$ cat src/hw/rtl/timestamp_arith_unit_top_defines.svh
// Assertion macros shared by the timestamp arithmetic RTL
`ifndef TIMESTAMP_ARITH_UNIT_TOP_DEFINES_SVH
`define TIMESTAMP_ARITH_UNIT_TOP_DEFINES_SVH
`ifndef SYNTH
`define TSAU_ASSERT_IMP(lbl, clk, rst_n, pre, post) \
    lbl: assert property (@(posedge clk) disable iff (!rst_n) (pre) |-> (post)) \
        else $error("tsau: same-cycle check failed");
`define TSAU_ASSERT_NEXT(lbl, clk, rst_n, pre, post) \
    lbl: assert property (@(posedge clk) disable iff (!rst_n) (pre) |=> (post)) \
        else $error("tsau: next-cycle check failed");
`else
`define TSAU_ASSERT_IMP(lbl, clk, rst_n, pre, post)
`define TSAU_ASSERT_NEXT(lbl, clk, rst_n, pre, post)
`endif
`endif

$ cat src/hw/rtl/tsau_pkg.sv
// Types and constants for the timestamp arithmetic unit
package tsau_pkg;

    localparam int FRAC_W   = 12;
    localparam int COARSE_W = 27;
    localparam int SEC_W    = 64;
    localparam int HALF_W   = SEC_W / 2;

    localparam int FRAC_BINS        = 4096;       // power of two: division is a shift
    localparam int TICKS_PER_SECOND = 125000000;
    localparam int FRAC_SHIFT       = $clog2(FRAC_BINS);

    localparam logic [63:0] PS_PER_SECOND = 64'd1000000000000;
    localparam logic [63:0] NS_PER_SECOND = 64'd1000000000;
    localparam logic [63:0] PS_PER_TICK   = PS_PER_SECOND / 64'(TICKS_PER_SECOND);
    localparam logic [63:0] NS_PER_TICK   = NS_PER_SECOND / 64'(TICKS_PER_SECOND);
    localparam int          PS_PER_NS     = 1000;

    localparam int TICK_K_W = $clog2(PS_PER_TICK + 64'd1);
    localparam int CP_W     = COARSE_W + TICK_K_W;  // coarse * per-tick product
    localparam int FP_W     = TICK_K_W;             // picoseconds inside one tick
    localparam int Q_W      = $clog2(PS_PER_TICK / 64'(PS_PER_NS) + 64'd1);

    // fp / 1000 as (fp * K) >> S, exact for fp below 8000
    localparam int NS_DIV_S   = 23;
    localparam int NS_DIV_K   = ((1 << NS_DIV_S) + PS_PER_NS - 1) / PS_PER_NS;
    localparam int NS_DIV_K_W = $clog2(NS_DIV_K + 1);

    // seconds multiplier split into a low 32-bit and a high 8-bit part
    localparam int               SEC_KH_W  = 8;
    localparam logic [31:0]      SEC_KL_PS = PS_PER_SECOND[31:0];
    localparam logic [7:0]       SEC_KH_PS = PS_PER_SECOND[39:32];
    localparam logic [31:0]      SEC_KL_NS = NS_PER_SECOND[31:0];

    localparam int TICK_W = $clog2(TICKS_PER_SECOND + 1);
    localparam int D_W    = ((TICK_W > COARSE_W) ? TICK_W : COARSE_W) + 2;
    localparam logic [D_W-1:0]    TICKS_D     = D_W'(TICKS_PER_SECOND);
    localparam logic [FRAC_W:0]   FRAC_BINS_F = (FRAC_W + 1)'(FRAC_BINS);

    localparam int NUM_STAGES = 4;

    typedef enum logic [1:0] {
        ACT_ADD = 2'd0,
        ACT_SUB = 2'd1,
        ACT_PS  = 2'd2,
        ACT_NS  = 2'd3
    } t_action;

    typedef struct packed {
        logic                  run;  // out of reset
        logic [NUM_STAGES-1:0] adv;  // stage register loads
        logic [NUM_STAGES-1:0] vld;  // stage register holds a transaction
    } t_pipe_ctl;

endpackage

$ cat src/hw/rtl/tsau_tstamp.sv
// Add and subtract path: frac carry, coarse wrap, seconds carry over four stages
`include "timestamp_arith_unit_top_defines.svh"
module tsau_tstamp (
    input  logic                           i_clk,
    input  tsau_pkg::t_pipe_ctl            i_ctl,
    input  logic [1:0]                     i_action,
    input  logic [tsau_pkg::SEC_W-1:0]     i_a_seconds,
    input  logic [tsau_pkg::COARSE_W-1:0]  i_a_coarse,
    input  logic [tsau_pkg::FRAC_W-1:0]    i_a_frac,
    input  logic [tsau_pkg::SEC_W-1:0]     i_b_seconds,
    input  logic [tsau_pkg::COARSE_W-1:0]  i_b_coarse,
    input  logic [tsau_pkg::FRAC_W-1:0]    i_b_frac,
    output logic [tsau_pkg::SEC_W-1:0]     o_res_seconds,
    output logic [tsau_pkg::COARSE_W-1:0]  o_res_coarse,
    output logic [tsau_pkg::FRAC_W-1:0]    o_res_frac
);

    tsau_pkg::t_action                 w_act;
    logic [tsau_pkg::FRAC_W:0]         w_fsum;
    logic                              n1_flag;
    logic [tsau_pkg::FRAC_W-1:0]       n1_f;
    logic [tsau_pkg::D_W-1:0]          n1_d;
    logic [tsau_pkg::SEC_W-1:0]        n1_s;

    tsau_pkg::t_action                 r1_act;
    logic                              r1_flag;
    logic [tsau_pkg::FRAC_W-1:0]       r1_f;
    logic [tsau_pkg::D_W-1:0]          r1_d;
    logic [tsau_pkg::SEC_W-1:0]        r1_s;

    logic [tsau_pkg::D_W-1:0]          n2_d;
    tsau_pkg::t_action                 r2_act;
    logic [tsau_pkg::FRAC_W-1:0]       r2_f;
    logic [tsau_pkg::D_W-1:0]          r2_d;
    logic [tsau_pkg::SEC_W-1:0]        r2_s;

    logic                              n3_wrap;
    logic [tsau_pkg::D_W-1:0]          n3_d;
    tsau_pkg::t_action                 r3_act;
    logic                              r3_wrap;
    logic [tsau_pkg::FRAC_W-1:0]       r3_f;
    logic [tsau_pkg::COARSE_W-1:0]     r3_c;
    logic [tsau_pkg::SEC_W-1:0]        r3_s;

    logic [tsau_pkg::SEC_W-1:0]        n4_s;
    logic [tsau_pkg::SEC_W-1:0]        r4_s;
    logic [tsau_pkg::COARSE_W-1:0]     r4_c;
    logic [tsau_pkg::FRAC_W-1:0]       r4_f;

    // stage 1: frac carry/borrow, raw coarse and seconds sums
    always_comb begin
        w_act   = tsau_pkg::t_action'(i_action);
        w_fsum  = '0;
        n1_flag = 1'b0;
        n1_f    = i_a_frac;
        n1_d    = tsau_pkg::D_W'(i_a_coarse);
        n1_s    = i_a_seconds;
        case (w_act)
            tsau_pkg::ACT_ADD: begin
                w_fsum  = {1'b0, i_a_frac} + {1'b0, i_b_frac};
                n1_flag = (w_fsum >= tsau_pkg::FRAC_BINS_F);
                n1_f    = n1_flag ? tsau_pkg::FRAC_W'(w_fsum - tsau_pkg::FRAC_BINS_F)
                                  : w_fsum[tsau_pkg::FRAC_W-1:0];
                n1_d    = tsau_pkg::D_W'(i_a_coarse) + tsau_pkg::D_W'(i_b_coarse);
                n1_s    = i_a_seconds + i_b_seconds;
            end
            tsau_pkg::ACT_SUB: begin
                n1_flag = (i_a_frac < i_b_frac);
                w_fsum  = {1'b0, i_a_frac} - {1'b0, i_b_frac}
                        + (n1_flag ? tsau_pkg::FRAC_BINS_F : '0);
                n1_f    = w_fsum[tsau_pkg::FRAC_W-1:0];
                n1_d    = tsau_pkg::D_W'(i_a_coarse) - tsau_pkg::D_W'(i_b_coarse);
                n1_s    = i_a_seconds - i_b_seconds;
            end
            default: begin
                // conversions pass operand a through
            end
        endcase
    end

    // stage 2: fold the frac carry into coarse
    always_comb begin
        case (r1_act)
            tsau_pkg::ACT_ADD: n2_d = r1_d + tsau_pkg::D_W'(r1_flag);
            tsau_pkg::ACT_SUB: n2_d = r1_d - tsau_pkg::D_W'(r1_flag);
            default:           n2_d = r1_d;
        endcase
    end

    // stage 3: wrap coarse at one second
    always_comb begin
        n3_wrap = 1'b0;
        n3_d    = r2_d;
        case (r2_act)
            tsau_pkg::ACT_ADD: begin
                n3_wrap = (r2_d >= tsau_pkg::TICKS_D);
                if (n3_wrap) begin
                    n3_d = r2_d - tsau_pkg::TICKS_D;
                end
            end
            tsau_pkg::ACT_SUB: begin
                n3_wrap = r2_d[tsau_pkg::D_W-1];  // negative: borrow a second
                if (n3_wrap) begin
                    n3_d = r2_d + tsau_pkg::TICKS_D;
                end
            end
            default: begin
                n3_wrap = 1'b0;
            end
        endcase
    end

    // stage 4: seconds carry/borrow
    always_comb begin
        if (r3_act == tsau_pkg::ACT_SUB) begin
            n4_s = r3_s - tsau_pkg::SEC_W'(r3_wrap);
        end else begin
            n4_s = r3_s + tsau_pkg::SEC_W'(r3_wrap);
        end
    end

    always_ff @(posedge i_clk) begin
        if (i_ctl.adv[0]) begin
            r1_act  <= w_act;
            r1_flag <= n1_flag;
            r1_f    <= n1_f;
            r1_d    <= n1_d;
            r1_s    <= n1_s;
        end
        if (i_ctl.adv[1]) begin
            r2_act <= r1_act;
            r2_f   <= r1_f;
            r2_d   <= n2_d;
            r2_s   <= r1_s;
        end
        if (i_ctl.adv[2]) begin
            r3_act  <= r2_act;
            r3_wrap <= n3_wrap;
            r3_f    <= r2_f;
            r3_c    <= n3_d[tsau_pkg::COARSE_W-1:0];
            r3_s    <= r2_s;
        end
        if (i_ctl.adv[3]) begin
            r4_s <= n4_s;
            r4_c <= r3_c;
            r4_f <= r3_f;
        end
    end

    assign o_res_seconds = r4_s;
    assign o_res_coarse  = r4_c;
    assign o_res_frac    = r4_f;

    // a second may only be carried or borrowed by add and subtract
    `TSAU_ASSERT_IMP(a_wrap_only_arith, i_clk, i_ctl.run, i_ctl.vld[2] && r3_wrap, r3_act == tsau_pkg::ACT_ADD || r3_act == tsau_pkg::ACT_SUB)

endmodule

$ cat src/hw/rtl/tsau_scalar.sv
// Conversion path: picoseconds or nanoseconds from operand a over four stages
`include "timestamp_arith_unit_top_defines.svh"
module tsau_scalar (
    input  logic                           i_clk,
    input  tsau_pkg::t_pipe_ctl            i_ctl,
    input  logic [1:0]                     i_action,
    input  logic [tsau_pkg::SEC_W-1:0]     i_a_seconds,
    input  logic [tsau_pkg::COARSE_W-1:0]  i_a_coarse,
    input  logic [tsau_pkg::FRAC_W-1:0]    i_a_frac,
    output logic [tsau_pkg::SEC_W-1:0]     o_res_scalar
);

    tsau_pkg::t_action                               w_act;
    logic                                            w_ps;
    logic [tsau_pkg::HALF_W-1:0]                     w_kl;
    logic [tsau_pkg::SEC_KH_W-1:0]                   w_kh;
    logic [tsau_pkg::TICK_K_W-1:0]                   w_kt;
    logic [tsau_pkg::FRAC_W+tsau_pkg::TICK_K_W-1:0]  w_fprod;

    logic [tsau_pkg::SEC_W-1:0]                      n1_ll;
    logic [tsau_pkg::HALF_W-1:0]                     n1_lh;
    logic [tsau_pkg::HALF_W-1:0]                     n1_hl;
    logic [tsau_pkg::CP_W-1:0]                       n1_cp;
    logic [tsau_pkg::FP_W-1:0]                       n1_fp;

    logic                                            r1_conv;
    logic                                            r1_ps;
    logic [tsau_pkg::SEC_W-1:0]                      r1_ll;
    logic [tsau_pkg::HALF_W-1:0]                     r1_lh;
    logic [tsau_pkg::HALF_W-1:0]                     r1_hl;
    logic [tsau_pkg::CP_W-1:0]                       r1_cp;
    logic [tsau_pkg::FP_W-1:0]                       r1_fp;

    logic [tsau_pkg::FP_W+tsau_pkg::NS_DIV_K_W-1:0]  w_qprod;
    logic [tsau_pkg::Q_W-1:0]                        w_q;
    logic                                            r2_conv;
    logic [tsau_pkg::SEC_W-1:0]                      r2_ll;
    logic [tsau_pkg::HALF_W-1:0]                     r2_cross;
    logic [tsau_pkg::CP_W-1:0]                       r2_cp;
    logic [tsau_pkg::FP_W-1:0]                       r2_fr;

    logic                                            r3_conv;
    logic [tsau_pkg::SEC_W-1:0]                      r3_t;
    logic [tsau_pkg::CP_W:0]                         r3_u;

    logic [tsau_pkg::SEC_W-1:0]                      r4_scalar;

    // stage 1: partial products; seconds * K mod 2^64 needs only the low
    // half of the two cross terms
    always_comb begin
        w_act   = tsau_pkg::t_action'(i_action);
        w_ps    = (w_act == tsau_pkg::ACT_PS);
        w_kl    = w_ps ? tsau_pkg::SEC_KL_PS : tsau_pkg::SEC_KL_NS;
        w_kh    = w_ps ? tsau_pkg::SEC_KH_PS : '0;
        w_kt    = w_ps ? tsau_pkg::TICK_K_W'(tsau_pkg::PS_PER_TICK)
                       : tsau_pkg::TICK_K_W'(tsau_pkg::NS_PER_TICK);
        n1_ll   = tsau_pkg::SEC_W'(i_a_seconds[tsau_pkg::HALF_W-1:0])
                * tsau_pkg::SEC_W'(w_kl);
        n1_lh   = tsau_pkg::HALF_W'(i_a_seconds[tsau_pkg::HALF_W-1:0]
                * tsau_pkg::HALF_W'(w_kh));
        n1_hl   = tsau_pkg::HALF_W'(i_a_seconds[tsau_pkg::SEC_W-1:tsau_pkg::HALF_W] * w_kl);
        n1_cp   = tsau_pkg::CP_W'(i_a_coarse) * tsau_pkg::CP_W'(w_kt);
        w_fprod = (tsau_pkg::FRAC_W + tsau_pkg::TICK_K_W)'(i_a_frac)
                * (tsau_pkg::FRAC_W + tsau_pkg::TICK_K_W)'(tsau_pkg::PS_PER_TICK);
        n1_fp   = tsau_pkg::FP_W'(w_fprod >> tsau_pkg::FRAC_SHIFT);
    end

    // stage 2: ns fraction by reciprocal
    always_comb begin
        w_qprod = (tsau_pkg::FP_W + tsau_pkg::NS_DIV_K_W)'(r1_fp)
                * (tsau_pkg::FP_W + tsau_pkg::NS_DIV_K_W)'(tsau_pkg::NS_DIV_K);
        w_q     = w_qprod[tsau_pkg::NS_DIV_S +: tsau_pkg::Q_W];
    end

    always_ff @(posedge i_clk) begin
        if (i_ctl.adv[0]) begin
            r1_conv <= (w_act == tsau_pkg::ACT_PS) || (w_act == tsau_pkg::ACT_NS);
            r1_ps   <= w_ps;
            r1_ll   <= n1_ll;
            r1_lh   <= n1_lh;
            r1_hl   <= n1_hl;
            r1_cp   <= n1_cp;
            r1_fp   <= n1_fp;
        end
        if (i_ctl.adv[1]) begin
            r2_conv  <= r1_conv;
            r2_ll    <= r1_ll;
            r2_cross <= r1_lh + r1_hl;
            r2_cp    <= r1_cp;
            r2_fr    <= r1_ps ? r1_fp : tsau_pkg::FP_W'(w_q);
        end
        if (i_ctl.adv[2]) begin
            r3_conv <= r2_conv;
            r3_t    <= r2_ll + {r2_cross, {tsau_pkg::HALF_W{1'b0}}};
            r3_u    <= (tsau_pkg::CP_W + 1)'(r2_cp) + (tsau_pkg::CP_W + 1)'(r2_fr);
        end
        if (i_ctl.adv[3]) begin
            r4_scalar <= r3_conv ? r3_t + tsau_pkg::SEC_W'(r3_u) : '0;
        end
    end

    assign o_res_scalar = r4_scalar;

    // reciprocal quotient must equal floor(fp / 1000)
    `TSAU_ASSERT_IMP(a_ns_quotient, i_clk, i_ctl.run, i_ctl.vld[0], (32'(w_q) * 32'(tsau_pkg::PS_PER_NS) <= 32'(r1_fp)) && (32'(w_q) * 32'(tsau_pkg::PS_PER_NS) + 32'(tsau_pkg::PS_PER_NS) > 32'(r1_fp)))

endmodule

$ cat src/hw/rtl/timestamp_arith_unit_top.sv
// Top level: timestamp add/subtract/convert pipeline with valid/stall control
//
//  channel | direction | handshake           | payload
//  --------+-----------+---------------------+------------------------------------------
//  in      | in        | i_valid / o_stall   | i_action, i_a_*, i_b_* (seconds/coarse/frac)
//  out     | out       | o_valid / i_stall   | o_res_seconds/coarse/frac, o_res_scalar
//
// One transaction per cycle sustained while i_stall is low; results cross the four
// register stages (the widest step is the 32x32 partial product of seconds).
// Reset clears only the stage valid bits.
// A stalled output holds the last stage; earlier stages keep moving into
// empty slots, so bubbles collapse and o_stall rises only when every stage is full.
`include "timestamp_arith_unit_top_defines.svh"
module timestamp_arith_unit_top (
    input  logic                           i_clk,
    input  logic                           i_rst_n,
    input  logic                           i_valid,
    output logic                           o_stall,
    input  logic [1:0]                     i_action,
    input  logic [tsau_pkg::SEC_W-1:0]     i_a_seconds,
    input  logic [tsau_pkg::COARSE_W-1:0]  i_a_coarse,
    input  logic [tsau_pkg::FRAC_W-1:0]    i_a_frac,
    input  logic [tsau_pkg::SEC_W-1:0]     i_b_seconds,
    input  logic [tsau_pkg::COARSE_W-1:0]  i_b_coarse,
    input  logic [tsau_pkg::FRAC_W-1:0]    i_b_frac,
    output logic                           o_valid,
    input  logic                           i_stall,
    output logic [tsau_pkg::SEC_W-1:0]     o_res_seconds,
    output logic [tsau_pkg::COARSE_W-1:0]  o_res_coarse,
    output logic [tsau_pkg::FRAC_W-1:0]    o_res_frac,
    output logic [tsau_pkg::SEC_W-1:0]     o_res_scalar
);

    logic [tsau_pkg::NUM_STAGES-1:0] r_vld;
    logic [tsau_pkg::NUM_STAGES-1:0] n_vld;
    logic [tsau_pkg::NUM_STAGES-1:0] w_rdy;
    tsau_pkg::t_pipe_ctl             w_ctl;

    // a stage may load when empty or when the stage after it loads
    always_comb begin
        w_rdy[tsau_pkg::NUM_STAGES-1] = !r_vld[tsau_pkg::NUM_STAGES-1] || !i_stall;
        for (int k = tsau_pkg::NUM_STAGES - 2; k >= 0; k--) begin
            w_rdy[k] = !r_vld[k] || w_rdy[k+1];
        end
    end

    always_comb begin
        n_vld[0] = w_rdy[0] ? i_valid : r_vld[0];
        for (int k = 1; k < tsau_pkg::NUM_STAGES; k++) begin
            n_vld[k] = w_rdy[k] ? r_vld[k-1] : r_vld[k];
        end
    end

    always_ff @(posedge i_clk) begin
        if (!i_rst_n) begin
            r_vld <= '0;
        end else begin
            r_vld <= n_vld;
        end
    end

    always_comb begin
        w_ctl.run = i_rst_n;
        w_ctl.adv = w_rdy;
        w_ctl.vld = r_vld;
    end

    assign o_stall = !w_rdy[0];
    assign o_valid = r_vld[tsau_pkg::NUM_STAGES-1];

    tsau_tstamp u_tstamp (
        .i_clk         (i_clk),
        .i_ctl         (w_ctl),
        .i_action      (i_action),
        .i_a_seconds   (i_a_seconds),
        .i_a_coarse    (i_a_coarse),
        .i_a_frac      (i_a_frac),
        .i_b_seconds   (i_b_seconds),
        .i_b_coarse    (i_b_coarse),
        .i_b_frac      (i_b_frac),
        .o_res_seconds (o_res_seconds),
        .o_res_coarse  (o_res_coarse),
        .o_res_frac    (o_res_frac)
    );

    tsau_scalar u_scalar (
        .i_clk        (i_clk),
        .i_ctl        (w_ctl),
        .i_action     (i_action),
        .i_a_seconds  (i_a_seconds),
        .i_a_coarse   (i_a_coarse),
        .i_a_frac     (i_a_frac),
        .o_res_scalar (o_res_scalar)
    );

    // an accepted transaction lands in the first stage
    `TSAU_ASSERT_NEXT(a_accept_loads, i_clk, i_rst_n, i_valid && !o_stall, r_vld[0])
    // a held middle stage keeps its transaction
    `TSAU_ASSERT_NEXT(a_mid_holds, i_clk, i_rst_n, r_vld[1] && !w_rdy[2], r_vld[1])
    // without output back-pressure the input never stalls
    `TSAU_ASSERT_IMP(a_no_false_stall, i_clk, i_rst_n, !i_stall, !o_stall)

endmodule
$ cat config.mk
export PLATFORM = sky130hd
export DESIGN_NAME = timestamp_arith_unit_top
export DESIGN_NICKNAME = d
export VERILOG_FILES = /design/src/hw/rtl/tsau_pkg.sv /design/src/hw/rtl/tsau_tstamp.sv /design/src/hw/rtl/tsau_scalar.sv /design/src/hw/rtl/timestamp_arith_unit_top.sv
export VERILOG_INCLUDE_DIRS = /design/src /design/src/hw/rtl
export SDC_FILE = /design/constraint.sdc
export NUM_CORES = 2
export LEC_CHECK = 0
export BUFFER_PORTS_ARGS = -buffer_cell sky130_fd_sc_hd__buf_2
export CORE_MARGIN = 2
export CORE_UTILIZATION = 58
export CTS_CLUSTER_DIAMETER = 30
export DETAILED_ROUTE_END_ITERATION = 12
export PLACE_DENSITY = 0.87
export SLEW_MARGIN = 0
export SYNTH_ARGS = -nofsm -noshare
export SYNTH_HDL_FRONTEND = slang
export SYNTH_HIERARCHICAL = 1
export SYNTH_SLANG_ARGS = --single-unit
$ cat constraint.sdc
create_clock -name i_clk -period 8.55 [get_ports i_clk]
set_input_delay 0.855 -clock i_clk [delete_from_list [all_inputs] [get_ports i_clk]]
set_output_delay 0.855 -clock i_clk [all_outputs]
set_load 0.05 [all_outputs]
## Word level (Yosys, flattened, before mapping)

Index checks and enable logic that the tools add are counted.

| storage, ports and cells | value |
|---|---|
| logic and storage cells | 100 |
| register bits after elaboration | 931 |

| operators by class | value |
|---|---|
| $add $sub $neg | 18 |
| reductions and logical operators | 14 |
| equal/unequal tests | 6 |
| magnitude comparators | 3 |
| multiplexer cells | 15 |
| $mul | 6 |

Operators with widths:

| cell | count |
|---|---|
| adder 64 bit | 2 |
| case mux 64 bit (2 select lines) | 1 |
| case mux 29 bit (2 select lines) | 2 |
| adder 64 x 1 -> 64 bit | 1 |
| adder 64 x 41 -> 64 bit | 1 |
| multiplier 32 x 32 -> 64 bit | 1 |
| two-way mux 64 bit | 1 |
| subtractor 64 x 1 -> 64 bit | 1 |
| subtractor 64 bit | 1 |
| two-way mux 27 bit | 2 |
| case mux 27 bit (2 select lines) | 1 |
| adder 40 x 13 -> 41 bit | 1 |
| multiplier 27 x 13 -> 40 bit | 1 |
| adder 32 bit | 1 |
| multiplier 32 x 32 -> 32 bit | 1 |
| multiplier 32 x 8 -> 32 bit | 1 |
| two-way mux 32 bit | 1 |
| adder 29 x 1 -> 29 bit | 1 |
| >= comparator 29 x 27 -> 1 bit, second input constant | 1 |
| subtractor 29 x 1 -> 29 bit | 1 |
| adder 27 x 27 -> 28 bit | 1 |
| subtractor 27 x 27 -> 28 bit | 1 |
| adder 27 bit, second input constant | 1 |
| multiplier 13 x 14 -> 27 bit, second input constant | 1 |
| 19 further kinds | 35 |

## Longest topological paths before layout

| logic depth | value |
|---|---|
| word-level depth | 6 |
| depth in mapped cells | 32 |
| gate-level depth less buffers | 30 |

## Hierarchy

The synthesis kept the hierarchy.

Modules (own cells, without submodules):

| module | area each (µm²) | cells an instance | instances |
|---|---|---|---|
| tsau_scalar | 54820.1 | 4824 | 1 |
| tsau_tstamp | 28202.0 | 2819 | 1 |
| timestamp_arith_unit_top | 161.4 | 18 | 1 |

## Least setup slack after synthesis

OpenSTA, ideal clock, no wires.

| timing path | value |
|---|---|
| kind | in2reg |
| from | input i_action[0] |
| to | register u_scalar/r1_ll[63] in the netlist's numbering (data pin) |
| buffers on the path | 3 |
| setup time | 0.260 ns |
| slack | -0.019 ns |
| data required time | 8.290 ns |
| data arrival time | 8.310 ns |
| stages on the path | 26 |
| cells stage by stage | nand2b_1 > inv_1 > clkbuf_1 > clkbuf_1 > buf_1 > nand2_1 > inv_1 > fa_1 > fa_1 > fa_1 > fa_1 > fa_1 > fa_1 > fa_1 > ha_1 > ha_1 > nand2_1 > o21ai_1 > a311oi_1 > a221o_1 > a2111oi_4 > and4b_1 > nor2_1 > a211o_1 > a21oi_1 > xnor2_1 |

| on the way | value |
|---|---|
| cells in the longest elaborated chain, start to end | 3 |

RTL lines:

| item | line | source |
|---|---|---|
| start: declaration | timestamp_arith_unit_top.sv:19 | `input logic [1:0] i_action,` |
| equality test 2 bit | tsau_scalar.sv:52 | `w_ps = (w_act == tsau_pkg::ACT_PS);` |
| two-way mux 32 bit | tsau_scalar.sv:53 | `w_kl = w_ps ? tsau_pkg::SEC_KL_PS : tsau_pkg::SEC_KL_NS;` |
| multiplier 32 x 32 -> 64 bit | tsau_scalar.sv:58 | `* tsau_pkg::SEC_W'(w_kl);` |
| net u_scalar.n1_ll, one bit | tsau_scalar.sv:20 | `logic [tsau_pkg::SEC_W-1:0] n1_ll;` |
| end signal: assignment | tsau_scalar.sv:79 | `r1_ll <= n1_ll;` |
| end: declaration | tsau_scalar.sv:28 | `logic [tsau_pkg::SEC_W-1:0] r1_ll;` |

The timed path passes the listed nets, and every way through them passes these cells.
A chain may end at the register's enable or synchronous reset.

## Final worst setup path

| timing path | value |
|---|---|
| from | input i_action[0] |
| to | register u_scalar/r1_ll[61] in the netlist's numbering (data pin) |

Same word-level chain as after synthesis.

==> summary.md <==
| Metric | Value |
|---|---|
| Peak Freq | 0.129 GHz |
| HPWL Detailed | 179000 um |
| Reg-to-reg critical path endpoint | u_tstamp/o_res_seconds[61] |
| Placement Cell Area | 88700 um2 |
| Crit path max-delay family | adder cells |
| R2r worst-path depth | 14 |
| Setup CP Type | in -> reg |
| RSZ-0062 raised after global routing | false |
| Gates resized, CTS repair | 0 |
| Crit path max fanout | 8 |
| # hold bufs at CTS | 0 |
| Worst EP arrival | 8.34 ns |
| DR pass1 iterations | 6 |
| Sink Count | 883 |
| Clock root buffer master | clkbuf_16 |
| Synth Flop Type | edfxtp_1 |
| CTS tree | yes |
| Final #Nets | 10400 |
| GR Overflow Total | 0 |
| YS warnings | 6 |
| Core area | 142000 um2 |
| Crit end category | register |
| Via density per instance | 5.86 |
| Yosys reg bits | 883 |
| Final wirelength | 225000 um |
| Crit path max-delay cell type | fa_1 |
| Routed via count | 60700 |
| Number of port buffers | 380 |
| Worst hold start | i_valid |
| Vias in the first global route | 63200 |
| Status | finished, final reports clean |
| Max stage delay on crit path | 0.59 ns |
| Setup Skew | 0.0858 ns |
| Seq/Total Area, Yosys | 0.318 |
| Tmin final | 7.77 ns |
| Worst-Skew Late Latency | 0.83 ns |
| Layout cells sized above 1 | 0.114 |
| Synth unique cells | 102 |
| Cell count after synthesis | 7661 |
| EDFF count, synth | 879 |
| DRC | 0 |
| Setup TNS | 0 ns |
| Total CTS buffers | 177 |
| Initial antenna violation count | 7 |
| CTS max path bufs | 3 |
| Crit-path cells | buf_2 -> nand2b_2 -> inv_2 -> nand2_1 -> buf_4 -> fa_1 -> inv_1 -> fa_1 -> fa_1 -> fa_1 -> fa_1 -> fa_1 -> fa_1 -> ha_1 -> ha_1 -> a21oi_1 -> nor2b_1 -> a221o_1 -> a2111oi_4 -> and4b_1 -> o31ai_1 -> a21oi_1 -> o21ai_1 -> xnor2_1 |
| Hold EP | r_vld[0] |
| Die Y | 383 um |
| First-pass GRT wire length | 349000 um |
| Initial DRC count | 5336 |
| Reg clk slew, reported paths | 0.05 ns |
| Slew @ Worst Pin | 1.02 ns |
| Rows | 138 |
| Asr flop ratio synth | 0 |
| Crit path buf inv count | 4 |
| Max Slew Vio Count | 0 |
| Starting Density | 0.586 |
| Final setup fails | 0 |
| Largest net degree at the start of global routing | 141 |
| Worst reg-to-reg setup slack | 3.50 ns |
| Headroom to the max-slew limit | 0.319 |
| Layout area overhead | 14.2% |
| GRT Util Overall | 0.308 |
| Worst Hold Class | in -> reg |
| Htree depth | 4 |
| Die footprint | 146000 um2 |
| Post-route cell area | 95000 um2 |
| Syn Area/Cell | 10.9 um2 |
| Worst path most repeated cell | fa_1 |
| Post-Syn Area | 83200 um2 |
| Tcrit/Tclk final | 0.909 |
| Postcts setup bufs | 0 |
| Antenna viol nets, final | 0 |
| Max-cap viol count | 0 |
| Gp weighted congestion | 0.981 |
| Avg WL per Cell | 21.7 um |
| Worst R2R Start | u_tstamp/r3_wrap |
| Ports | 381 |
| Final hold vios | 0 |
| Crit start category | primary input |
| Chip width | 383 um |
| Worst hold stages | 3 |
| Worst Path Required | 9.12 ns |
state kept, by name, summed over array words and instances, names as in the netlist, 29 cells and up:
register	count
u_scalar/r1_cp	37
u_scalar/r1_ll	55
u_tstamp/r1_s	64
u_tstamp/o_res_seconds	64
u_scalar/r1_lh	29
u_scalar/o_res_scalar	64
u_scalar/r2_cp	37
u_tstamp/r1_d	29
u_scalar/r2_ll	55
u_scalar/r3_u	41
u_tstamp/r2_d	29
u_tstamp/r3_s	64
u_scalar/r3_t	55
u_tstamp/r2_s	64
u_scalar/r2_cross	29
per-layer routing:
layer | track usage | share of wire | vias up
met5 | 0 | 0.000080 | -
met4 | 0.135 | 0.047 | 4
met3 | 0.0513 | 0.065 | 546
met2 | 0.524 | 0.49 | 2374
met1 | 0.388 | 0.40 | 29900
li1 | - | - | 27800
tightest hold or removal path, cell delays in order:
cell and delay (ns):
buf_2 0.07, nand2_1 0.06, o21ai_2 0.05
cell families after synthesis:
logic type                 after synthesis  share of synthesized area
DFF                                    883                      0.318
AOI/OAI and AO/OA                     1483                      0.114
and+or+nand+nor                       1599                     0.0908
other                                    2                  0.0000903
muxes                                   41                    0.00514
xor gates and xnor gates               543                     0.0572
adders and majority gates             1915                      0.361
buffers and inverters                 1195                     0.0541
area by class of cell:
| cell class | instances | area [um2] |
|---|---|---|
| clock inverters | 137 | 1750 |
| inverters | 987 | 3710 |
| well taps | 1890 | 2360 |
| repair buffers | 590 | 3580 |
| flip-flops and latches | 883 | 26500 |
| diodes | 3 | 7.51 |
| multi-input cells | 5676 | 52600 |
| clock buffers | 196 | 4500 |
| fillers | 10400 | 46900 |
Yosys cell counts (50+ instances only):
| cell type | instances | area [um2] |
|---|---|---|
| xor2_1 | 166 | 1450 |
| a21oi_1 | 430 | 2150 |
| nand4_1 | 64 | 400 |
| nand2b_1 | 77 | 482 |
| nor3_1 | 99 | 495 |
| xnor2_1 | 377 | 3300 |
| o21bai_1 | 63 | 473 |
| nor2b_1 | 50 | 313 |
| and2_1 | 101 | 632 |
| nor2_1 | 358 | 1340 |
| nand3_1 | 114 | 571 |
| clkbuf_1 | 192 | 721 |
| edfxtp_1 | 879 | 26400 |
| nand2_1 | 577 | 2170 |
| fa_1 | 804 | 16100 |
| o21a_1 | 56 | 420 |
| ha_1 | 1111 | 13900 |
| inv_1 | 984 | 3690 |
| a21o_1 | 211 | 1580 |
| o21ai_0 | 350 | 1750 |
stage by stage:
stage | util | hold slack (ns) | worst slack, ns | instances
2_1_floorplan | - | 0.400 | 0.100 | 7754
3_3_place_gp | 0.625 | 0.400 | 0.136 | 10000
3_5_place_dp | 0.625 | 0.405 | 0.0202 | 10000
4_1_cts | 0.669 | 0.253 | 0.886 | 10400
5_1_grt | 0.669 | 0.301 | 0.497 | 10400
6_report | 0.669 | 0.319 | 0.779 | 10400
worst max-delay path by stage:
| stage | from | endpoint | slack (ns) | depth (start not counted) |
|---|---|---|---|---|
| after CTS | i_action[0] | u_scalar/r1_ll[61] | 0.89 | 25 |
| after floorplan | i_action[0] | u_scalar/r1_ll[63] | 0.10 | 26 |
| after global routing | i_action[0] | u_scalar/r1_ll[48] | 0.50 | 28 |
| after detailed placement | i_action[0] | u_scalar/r1_ll[61] | 0.02 | 25 |
| final | i_action[0] | u_scalar/r1_ll[61] | 0.78 | 24 |
| after global placement | i_action[0] | u_scalar/r1_ll[61] | 0.14 | 27 |
placed cells by master (no fill, tap or decap), types with 95 or more instances in the layout:
cell       netlist  final
xnor2_1        377    377
inv_1          984    983
and2_1         101    101
conb_1           2     95
clkbuf_16        0    177
ha_1          1111   1111
o21ai_0        350    348
buf_2            4    379
fa_1           804    804
a21oi_1        430    430
edfxtp_1       879    879
nand3_1        114    113
nor3_1          99     99
a21o_1         211    211
xor2_1         166    166
nor2_1         358    357
buf_4            0    202
nand2_1        577    575
Power is not shown: default switching activity piles up to over one toggle a cycle in this logic, so the estimate is an artifact.
